### src/rtl/core/pitot_pkg.sv
`default_nettype none
package pitot_pkg;

	// configuration port
	localparam int CFG_IDX_W  = 3;
	localparam int CFG_DATA_W = 18;

	// register indexes
	localparam logic [CFG_IDX_W-1:0] REG_CONV_FACTOR = 3'd0;
	localparam logic [CFG_IDX_W-1:0] REG_CORR_GAIN   = 3'd1;
	localparam logic [CFG_IDX_W-1:0] REG_CORR_OFFSET = 3'd2;
	localparam logic [CFG_IDX_W-1:0] REG_FILTER_GAIN = 3'd3;
	localparam logic [CFG_IDX_W-1:0] REG_CAL_GAIN    = 3'd4;
	localparam logic [CFG_IDX_W-1:0] REG_CAL_ENABLE  = 3'd5;
	localparam logic [CFG_IDX_W-1:0] REG_INIT_OFFSET = 3'd6;

	// field types
	typedef logic        [15:0] volt_t;
	typedef logic        [15:0] rspeed_t;
	typedef logic        [15:0] gain_t;
	typedef logic signed [15:0] soffs_t;
	typedef logic signed [17:0] pres_t;
	typedef logic signed [17:0] speed_t;

	localparam speed_t SPEED_MAX   = 18'sh1FFFF;
	localparam speed_t SPEED_MIN   = 18'sh20000;
	localparam pres_t  PRES_FLOOR  = 18'sh20000;

	// register reset values
	localparam gain_t  CONV_FACTOR_RST = 16'd6687;
	localparam gain_t  CORR_GAIN_RST   = 16'd4096;
	localparam soffs_t CORR_OFFSET_RST = 16'sd0;
	localparam gain_t  FILTER_GAIN_RST = 16'd0;
	localparam gain_t  CAL_GAIN_RST    = 16'd0;
	localparam logic   CAL_ENABLE_RST  = 1'b1;

endpackage
`default_nettype wire

### src/rtl/core/pitot_airspeed_estimator_top.sv
// pitot airspeed estimator: takes one averaged sensor voltage word (1/8192 V) with a warmed-up
// flag and returns one result word: offset-corrected differential pressure, square-root airspeed,
// gain/offset corrected airspeed and the smoothed airspeed before and after this word. the block
// works on one word at a time under a small sequencer; in_ready is high only while it is idle,
// and a finished result sits in an output register so the next word can be taken while it waits.
// the 16-step restoring square root and the 17-step restoring divide both run on one shared
// 20-bit subtractor and dominate the time per word, one shared 17x19 multiplier serves the
// offset filter, the pressure-to-speed factor and the speed filter (product registered). the
// root is skipped when the radicand saturates the speed, the divide is skipped when the
// quotient saturates or the numerator is zero, and both filters are skipped while not warmed
// up. configuration words go in on their own channel at any time the block is idle; a write of
// the initial pressure offset also loads the running offset, clamped to the pressure range.
// unknown indexes are ignored.
`default_nettype none
module pitot_airspeed_estimator_top
	import pitot_pkg::*;
#(
	parameter int PRESSURE_FRAC_BITS = 4,
	parameter int SPEED_FRAC_BITS    = 8
) (
	input  wire                   clk,
	input  wire                   arst_n,
	// configuration channel
	input  wire                   cfg_valid,
	output logic                  cfg_ready,
	input  wire  [CFG_IDX_W-1:0]  cfg_index,
	input  wire  [CFG_DATA_W-1:0] cfg_data,
	// sample channel
	input  wire                   in_valid,
	output logic                  in_ready,
	input  wire  [15:0]           voltage,
	input  wire                   warmed_up,
	// result channel
	output logic                  out_valid,
	input  wire                   out_ready,
	output pres_t                 pressure_delta,
	output rspeed_t               root_speed,
	output speed_t                corrected_speed,
	output speed_t                filtered_airspeed,
	output speed_t                previous_airspeed
);

	// pressure scaling
	localparam int P_SCALED = 5000 << PRESSURE_FRAC_BITS;
	localparam int P_LIM    = (P_SCALED > 131071) ? 131071 : P_SCALED;
	localparam int P_ZERO   = 2500 << PRESSURE_FRAC_BITS;
	localparam int RP_W     = PRESSURE_FRAC_BITS + 27;
	localparam int RF_W     = PRESSURE_FRAC_BITS + 16;
	localparam logic signed [RF_W-1:0] RF_HI   = RF_W'(P_LIM);
	localparam logic signed [RF_W-1:0] RF_LO   = RF_W'(-P_LIM);
	localparam logic signed [RF_W-1:0] RF_ZERO = RF_W'(P_ZERO);
	localparam pres_t P_HI = pres_t'(P_LIM);
	localparam pres_t P_LO = pres_t'(-P_LIM);

	// radicand alignment: pressure fraction plus q4.12 factor to squared speed fraction
	localparam int SH    = 2 * SPEED_FRAC_BITS - PRESSURE_FRAC_BITS - 12;
	localparam int SHL   = (SH > 0) ? SH : 0;
	localparam int SHR   = (SH < 0) ? -SH : 0;
	localparam int RAD_W = 33 + SHL;

	localparam logic [4:0] SQRT_LAST = 5'd15;
	localparam logic [4:0] DIV_LAST  = 5'd16;

	// sequencer states
	localparam logic [3:0] ST_IDLE     = 4'd0;
	localparam logic [3:0] ST_RAW      = 4'd1;
	localparam logic [3:0] ST_OFF_MUL  = 4'd2;
	localparam logic [3:0] ST_OFF_ADD  = 4'd3;
	localparam logic [3:0] ST_DIFF     = 4'd4;
	localparam logic [3:0] ST_RAD_MUL  = 4'd5;
	localparam logic [3:0] ST_RAD_CHK  = 4'd6;
	localparam logic [3:0] ST_SQRT     = 4'd7;
	localparam logic [3:0] ST_DIV_PREP = 4'd8;
	localparam logic [3:0] ST_DIV_CHK  = 4'd9;
	localparam logic [3:0] ST_DIV      = 4'd10;
	localparam logic [3:0] ST_DIV_FIN  = 4'd11;
	localparam logic [3:0] ST_FLT_MUL  = 4'd12;
	localparam logic [3:0] ST_FLT_ADD  = 4'd13;
	localparam logic [3:0] ST_DONE     = 4'd14;

	// saturate a 21-bit signed value to [lo, hi]
	function automatic logic signed [17:0] clamp21(input logic signed [20:0] x,
			input logic signed [17:0] lo, input logic signed [17:0] hi);
		logic signed [17:0] r;
		if (x > 21'(hi)) begin
			r = hi;
		end else if (x < 21'(lo)) begin
			r = lo;
		end else begin
			r = x[17:0];
		end
		return r;
	endfunction

	// configuration registers
	gain_t  conv_q;
	gain_t  gain_q;
	soffs_t coff_q;
	gain_t  filt_gain_q;
	gain_t  cal_gain_q;
	logic   cal_en_q;

	// sequencer and kept state
	logic [3:0] state_q;
	logic [4:0] cnt_q;
	pres_t      off_q;
	speed_t     smooth_q;
	speed_t     prior_q;
	logic       out_valid_q;

	// working registers
	volt_t               v_q;
	logic                warm_q;
	pres_t               raw_q;
	pres_t               diff_q;
	logic signed [35:0]  prod_q;
	logic [31:0]         rad_q;
	logic [19:0]         rem_q;
	logic [15:0]         root_q;
	rspeed_t             speed_q;
	logic [16:0]         num_q;
	logic                neg_q;
	logic                zero_q;
	logic                sat_q;
	speed_t              scaled_q;

	// result register
	pres_t   dp_q;
	rspeed_t rs_q;
	speed_t  ss_q;
	speed_t  fs_q;
	speed_t  ps_q;

	// combinational datapath
	logic [RP_W-1:0]         rp_prod;
	logic [RP_W-1:0]         rp_round;
	logic [RP_W-1:0]         rp_shr;
	logic signed [RF_W-1:0]  rf;
	pres_t                   raw_new;

	logic signed [16:0]      mul_a;
	logic signed [18:0]      mul_b;
	logic signed [35:0]      mul_p;

	logic signed [17:0]      blend_base;
	logic signed [36:0]      blend_sum;
	logic signed [17:0]      blend_sat;

	logic signed [18:0]      diff_full;
	pres_t                   diff_sat;
	logic [17:0]             diff_neg;
	logic [16:0]             pres_mag;

	logic [RAD_W-1:0]        rad_full;
	logic                    rad_ovf;

	logic [19:0]             sub_a;
	logic [19:0]             sub_b;
	logic [20:0]             sub_d;
	logic                    borrow;
	logic [15:0]             root_nxt;

	logic signed [17:0]      sdiff;
	logic [17:0]             sneg;
	logic [16:0]             smag;
	logic [17:0]             quot;
	logic [17:0]             quot_neg;
	speed_t                  scaled_new;

	logic                    accept;
	logic                    out_load;

	assign cfg_ready = 1'b1;
	assign in_ready  = (state_q == ST_IDLE);
	assign accept    = in_valid && in_ready;
	assign out_load  = (state_q == ST_DONE) && (!out_valid_q || out_ready);

	// raw pressure: round(v * 1000 * 2^pf / 8192) minus the 2.5 kpa zero point
	always_comb begin
		rp_prod  = RP_W'(v_q) * RP_W'(1000);
		rp_round = (rp_prod << PRESSURE_FRAC_BITS) + RP_W'(4096);
		rp_shr   = rp_round >> 13;
		rf       = $signed({2'b00, rp_shr[PRESSURE_FRAC_BITS+13:0]}) - RF_ZERO;
		if (rf > RF_HI) begin
			raw_new = P_HI;
		end else if (rf < RF_LO) begin
			raw_new = P_LO;
		end else begin
			raw_new = pres_t'(rf);
		end
	end

	// offset-corrected pressure and its magnitude
	always_comb begin
		diff_full = {raw_q[17], raw_q} - {off_q[17], off_q};
		diff_sat  = clamp21(21'(diff_full), P_LO, P_HI);
		diff_neg  = -diff_q;
		pres_mag  = diff_q[17] ? diff_neg[16:0] : diff_q[16:0];
	end

	// shared multiplier; the filters use new + g*(old-new) form, one product each
	always_comb begin
		case (state_q)
			ST_OFF_MUL: begin
				mul_a = {1'b0, cal_gain_q};
				mul_b = {off_q[17], off_q} - {raw_q[17], raw_q};
			end
			ST_RAD_MUL: begin
				mul_a = {1'b0, conv_q};
				mul_b = {2'b00, pres_mag};
			end
			ST_FLT_MUL: begin
				mul_a = {1'b0, filt_gain_q};
				mul_b = {smooth_q[17], smooth_q} - {scaled_q[17], scaled_q};
			end
			default: begin
				mul_a = '0;
				mul_b = '0;
			end
		endcase
		mul_p = mul_a * mul_b;
	end

	// blend: floor((new * 65536 + g * (old - new) + 32768) / 65536), then saturate
	always_comb begin
		blend_base = (state_q == ST_OFF_ADD) ? raw_q : scaled_q;
		blend_sum  = {{3{blend_base[17]}}, blend_base, 16'h0000} + {prod_q[35], prod_q}
			+ 37'sd32768;
		if (state_q == ST_OFF_ADD) begin
			blend_sat = clamp21($signed(blend_sum[36:16]), P_LO, P_HI);
		end else begin
			blend_sat = clamp21($signed(blend_sum[36:16]), SPEED_MIN, SPEED_MAX);
		end
	end

	// radicand in squared speed units; at or above 2^32 the root saturates
	always_comb begin
		rad_full = (RAD_W'(prod_q[32:0]) << SHL) >> SHR;
		rad_ovf  = |rad_full[RAD_W-1:32];
	end

	// shared subtractor for root and divide steps
	always_comb begin
		case (state_q)
			ST_SQRT: begin
				sub_a = {rem_q[17:0], rad_q[31:30]};
				sub_b = {2'b00, root_q, 2'b01};
			end
			ST_DIV_CHK: begin
				sub_a = rem_q;
				sub_b = {4'h0, gain_q};
			end
			ST_DIV: begin
				sub_a = {rem_q[18:0], num_q[16]};
				sub_b = {4'h0, gain_q};
			end
			default: begin
				sub_a = '0;
				sub_b = '0;
			end
		endcase
		sub_d    = {1'b0, sub_a} - {1'b0, sub_b};
		borrow   = sub_d[20];
		root_nxt = {root_q[14:0], !borrow};
	end

	// corrected speed: sign and magnitude of (raw - offset), quotient by gain
	always_comb begin
		sdiff    = {2'b00, speed_q} - {{2{coff_q[15]}}, coff_q};
		sneg     = -sdiff;
		smag     = sdiff[17] ? sneg[16:0] : sdiff[16:0];
		quot     = {1'b0, num_q};
		quot_neg = -quot;
		if (zero_q) begin
			scaled_new = '0;
		end else if (sat_q) begin
			scaled_new = neg_q ? SPEED_MIN : SPEED_MAX;
		end else begin
			scaled_new = neg_q ? quot_neg : quot;
		end
	end

	// sequencer, configuration and kept state
	always_ff @(posedge clk or negedge arst_n) begin
		if (!arst_n) begin
			state_q     <= ST_IDLE;
			cnt_q       <= '0;
			off_q       <= '0;
			smooth_q    <= '0;
			prior_q     <= '0;
			out_valid_q <= 1'b0;
			conv_q      <= CONV_FACTOR_RST;
			gain_q      <= CORR_GAIN_RST;
			coff_q      <= CORR_OFFSET_RST;
			filt_gain_q <= FILTER_GAIN_RST;
			cal_gain_q  <= CAL_GAIN_RST;
			cal_en_q    <= CAL_ENABLE_RST;
		end else begin
			if (cfg_valid) begin
				case (cfg_index)
					REG_CONV_FACTOR: conv_q      <= cfg_data[15:0];
					REG_CORR_GAIN:   gain_q      <= cfg_data[15:0];
					REG_CORR_OFFSET: coff_q      <= cfg_data[15:0];
					REG_FILTER_GAIN: filt_gain_q <= cfg_data[15:0];
					REG_CAL_GAIN:    cal_gain_q  <= cfg_data[15:0];
					REG_CAL_ENABLE:  cal_en_q    <= cfg_data[0];
					REG_INIT_OFFSET: off_q       <= clamp21(21'($signed(cfg_data)), P_LO, P_HI);
					default: ;
				endcase
			end

			if (out_load) begin
				out_valid_q <= 1'b1;
			end else if (out_ready) begin
				out_valid_q <= 1'b0;
			end

			case (state_q)
				ST_IDLE: begin
					if (accept) begin
						state_q <= ST_RAW;
					end
				end
				ST_RAW: begin
					// offset calibration only while enabled and warmed up
					state_q <= (cal_en_q && warm_q) ? ST_OFF_MUL : ST_DIFF;
				end
				ST_OFF_MUL: state_q <= ST_OFF_ADD;
				ST_OFF_ADD: begin
					off_q   <= blend_sat;
					state_q <= ST_DIFF;
				end
				ST_DIFF:    state_q <= ST_RAD_MUL;
				ST_RAD_MUL: state_q <= ST_RAD_CHK;
				ST_RAD_CHK: begin
					if (rad_ovf) begin
						state_q <= ST_DIV_PREP;
					end else begin
						cnt_q   <= SQRT_LAST;
						state_q <= ST_SQRT;
					end
				end
				ST_SQRT: begin
					if (cnt_q == '0) begin
						state_q <= ST_DIV_PREP;
					end else begin
						cnt_q <= cnt_q - 5'd1;
					end
				end
				ST_DIV_PREP: state_q <= ST_DIV_CHK;
				ST_DIV_CHK: begin
					// zero numerator or quotient of 2^17 and up needs no divide
					if (zero_q || !borrow) begin
						state_q <= ST_DIV_FIN;
					end else begin
						cnt_q   <= DIV_LAST;
						state_q <= ST_DIV;
					end
				end
				ST_DIV: begin
					if (cnt_q == '0) begin
						state_q <= ST_DIV_FIN;
					end else begin
						cnt_q <= cnt_q - 5'd1;
					end
				end
				ST_DIV_FIN: state_q <= warm_q ? ST_FLT_MUL : ST_DONE;
				ST_FLT_MUL: state_q <= ST_FLT_ADD;
				ST_FLT_ADD: begin
					prior_q  <= smooth_q;
					smooth_q <= blend_sat;
					state_q  <= ST_DONE;
				end
				ST_DONE: begin
					if (out_load) begin
						state_q <= ST_IDLE;
					end
				end
				default: state_q <= ST_IDLE;
			endcase
		end
	end

	// working datapath registers
	always_ff @(posedge clk) begin
		case (state_q)
			ST_IDLE: begin
				if (accept) begin
					v_q    <= voltage;
					warm_q <= warmed_up;
				end
			end
			ST_RAW:     raw_q  <= raw_new;
			ST_OFF_MUL: prod_q <= mul_p;
			ST_DIFF:    diff_q <= diff_sat;
			ST_RAD_MUL: prod_q <= mul_p;
			ST_RAD_CHK: begin
				if (rad_ovf) begin
					speed_q <= '1;
				end else begin
					rad_q  <= rad_full[31:0];
					rem_q  <= '0;
					root_q <= '0;
				end
			end
			ST_SQRT: begin
				// one root bit per step, two radicand bits shifted in
				rad_q  <= {rad_q[29:0], 2'b00};
				rem_q  <= borrow ? sub_a : sub_d[19:0];
				root_q <= root_nxt;
				if (cnt_q == '0) begin
					speed_q <= root_nxt;
				end
			end
			ST_DIV_PREP: begin
				// dividend is |raw - offset| * 4096, upper 12 bits start the remainder
				neg_q  <= sdiff[17];
				zero_q <= (sdiff == '0);
				num_q  <= {smag[4:0], 12'h000};
				rem_q  <= {8'h00, smag[16:5]};
			end
			ST_DIV_CHK: sat_q <= !borrow;
			ST_DIV: begin
				rem_q <= borrow ? sub_a : sub_d[19:0];
				num_q <= {num_q[15:0], !borrow};
			end
			ST_DIV_FIN: scaled_q <= scaled_new;
			ST_FLT_MUL: prod_q   <= mul_p;
			ST_DONE: begin
				if (out_load) begin
					dp_q <= diff_q;
					rs_q <= speed_q;
					ss_q <= scaled_q;
					fs_q <= smooth_q;
					ps_q <= prior_q;
				end
			end
			default: ;
		endcase
	end

	assign out_valid         = out_valid_q;
	assign pressure_delta    = dp_q;
	assign root_speed        = rs_q;
	assign corrected_speed   = ss_q;
	assign filtered_airspeed = fs_q;
	assign previous_airspeed = ps_q;

endmodule
`default_nettype wire

### config.mk
export PLATFORM = sky130hd
export DESIGN_NAME = pitot_airspeed_estimator_top
export DESIGN_NICKNAME = d
export VERILOG_FILES = /design/src/rtl/core/pitot_pkg.sv /design/src/rtl/core/pitot_airspeed_estimator_top.sv
export SDC_FILE = /design/constraint.sdc
export NUM_CORES = 2
export LEC_CHECK = 0
export CORE_UTILIZATION = 60
export CTS_CLUSTER_SIZE = 20
export DETAILED_ROUTE_END_ITERATION = 12
export DONT_BUFFER_PORTS = 1
export GPL_TIMING_DRIVEN = 0
export PLACE_DENSITY = 0.81
export SYNTH_ARGS = -nofsm -noshare
export SYNTH_HDL_FRONTEND = slang
export SYNTH_SLANG_ARGS = --single-unit
### constraint.sdc
create_clock -name clk -period 10.6 [get_ports clk]
set_clock_uncertainty 0.05 [all_clocks]
set_input_delay 2.65 -clock clk [delete_from_list [all_inputs] [get_ports clk]]
set_output_delay 2.65 -clock clk [all_outputs]
set_load 0.005 [all_outputs]
==> impl_metrics.ini <==
[logic_synthesis]
ys_top_cells_by_count = inv_1 (605), nand2_1 (471), fa_1 (366)
synth_area_per_cell_um2 = 9.74
yosysWarningCount = 0
synthFlopType = edfxtp_1
synth.area.top_cells = edfxtp_1 (23%), fa_1 (19%), dfrtp_1 (8.6%)
synth_top_area_share_pct = 22.8
yosysTopAreaCell = edfxtp_1
yosysMostFrequentCell = inv_1
syn_nets = 4716
yosysUniqueCellTypes = 127
synth.ff_latch_count = 444
synth_seq_area_share_pct = 32.0
synth_enable_flop_cells = 299
async_flop_share_pct = 32.7
synth_area_um2 = 39400
netlist_instances = 4048

[clocking]
htreeDepth = 2
clk_pin_slew_ns = 0.07
cts.sinks = 444
cts-buffers-inserted = 49
clockBufferDepth = 3
clk-insertion-delay-late_ns = 0.63
root_buffer = clkbuf_16
cts_tree = built

[placed_design]
portBuffers = 0
place.gp.congestion = 1.00
placed_cell_area_um2 = 40700
dp_hpwl_mm = 89.3
dp_slack_ns = -1.03

[route]
drc = 0
top_layer = met5
wl_per_cell_um = 22.7
detail-route-antenna-nets = 0
first_iter_violations = 3383
dr_wl_met2_mm = 51.0
drt-met1-wl_mm = 44.4
vias_per_cell = 6.13
wl_mm = 114
vias = 30764
routed-wl-met3_mm = 12.7
first_pass_iters = 9

[finish]
utilization_pct = 66.1
drive_above_1_share_pct = 8.29
nets = 4788
syn_to_final_growth_pct = 8.45
finalInstanceArea_um2 = 42800

[worst_setup_path]
crit_buf_inv = 6
worst_path_most_repeated_cell = fa_1
cp_max_fo = 10
r2r_end = prod_q[35]
slowest_stage = fa_1
r2r_setup_slack_ns = 0.34
arrival_ns = 10.53
r2r-start = smooth_q[0]
criticalPathCategory = register to register
start_kind = register
cp_top_family = adder cells
crit_required_ns = 10.87
reg2reg_depth = 38
cp-end-kind = register
crit_path_max_incr_delay_ns = 0.58

[sta]
setup_viol = 0
slew_violations = 0
setup_slack_ns = 0.343
max_slew_margin_pct = 23.7
final-hold-violation-count = 0
setup_tns_ns = 0
max_freq_mhz = 97.5
tightest_slew_ns = 1.15
period_share_pct = 96.8
finalCriticalPeriod_ns = 10.26

[floorplan]
die_area_um2 = 66700
initial_core_util_pct = 60.9
io_pins = 134
fp-row-count = 93
die_h_um = 258
dieWidth_um = 258
core-area_um2 = 64700

[global_routing]
grt-ovfl-total = 0
grt_usage_pct = 34.6
grt_pass1_vias = 30413
antenna_found_initial = 5
grt_max_degree = 146
grt_pass1_wl_mm = 176

[job]
cap_violations = 0

[hold_path]
hp-start = prior_q[9]
hold_path_depth = 0
min_to = previous_airspeed[9]
hold_path.class = register to register

[run_status]
status = finished, final reports clean
[state kept, by name (all words and copies together) (netlist names), 17 cells and up]
name,cells
prod_q,36
num_q,17
pressure_delta,18
diff_q,18
previous_airspeed,18
rem_q,20
filtered_airspeed,18
corrected_speed,18
raw_q,18
smooth_q,18
prior_q,18
off_q,18
scaled_q,18
rad_q,32
[stage by stage]
stage	hold WS [ns]	std cells
after floorplan	0.371	4048
after global placement	0.378	4903
after detailed placement	0.380	4915
after CTS	0.392	5008
after global routing	0.399	5021
final	0.391	5022
[worst reg2reg max path: cells and delay by family (launching register included)]
family	cells	cell delay (ns)
buffers and inverters	6	0.75
AOI/OAI and AO/OA	15	3.39
DFF	1	0.44
and+or+nand+nor	6	0.81
xor gates and xnor gates	2	0.46
adders and majority gates	9	4.07
[logic make-up after synthesis]
family | share of synthesized area, %
simple gates | 15.0
buf+inv | 7.29
compound gates | 11.9
fa+ha+maj | 26.8
flops | 32.0
xor+xnor | 4.18
mux | 2.73
other cells | 0.00951
[timing repair]
item                                    in CTS  in global routing
resized for setup                           26                 54
endpoints found under the setup margin      14                 11
buffers inserted                             2                 10
pin swaps                                    1                  5
hold buffers                                 0                  0
[layout by cell type, fill, tap and decap left out, types with 75 or more instances in the layout]
cell type / count
dfrtp_1: 135
o21ai_0: 136
ha_1: 259
nand2_1: 471
xnor2_1: 128
a21oi_1: 170
clkbuf_1: 121
and2_1: 75
edfxtp_1: 299
fa_1: 364
inv_1: 605
nor2_1: 306
mux2_2: 85
[how the worst max path moves through the flow]
stage	startpoint	end	slack (ns)	cells past startpoint
after global placement	out_ready	pressure_delta[0]	-1.68	2
after CTS	scaled_q[0]	prod_q[34]	0.01	34
after global routing	smooth_q[0]	prod_q[35]	-0.09	38
final	smooth_q[0]	prod_q[35]	0.34	38
after floorplan	out_ready	corrected_speed[0]	1.25	2
after detailed placement	scaled_q[1]	prod_q[34]	-1.03	39
[area by class of cell]
type | count | area (um^2)
Tap cell | 855 | 1070
Timing Repair Buffer | 24 | 229
Fill cell | 5020 | 21900
Multi-Input combinational cell | 2853 | 24200
Sequential cell | 444 | 12600
Clock inverter | 35 | 393
Clock buffer | 57 | 1320
Inverter | 605 | 2270
Buffer | 143 | 621
Antenna cell | 6 | 15.0
[layer usage]
metal	global-route usage (%)	vias up
met5	0	-
met4	15.7	2
met3	8.49	314
met2	53.4	1598
met1	46.4	15089
li1	-	13761
Power is left out: the tool's default activity adds up to more than one toggle a clock period on the data nets, which glitch-free logic cannot reach.
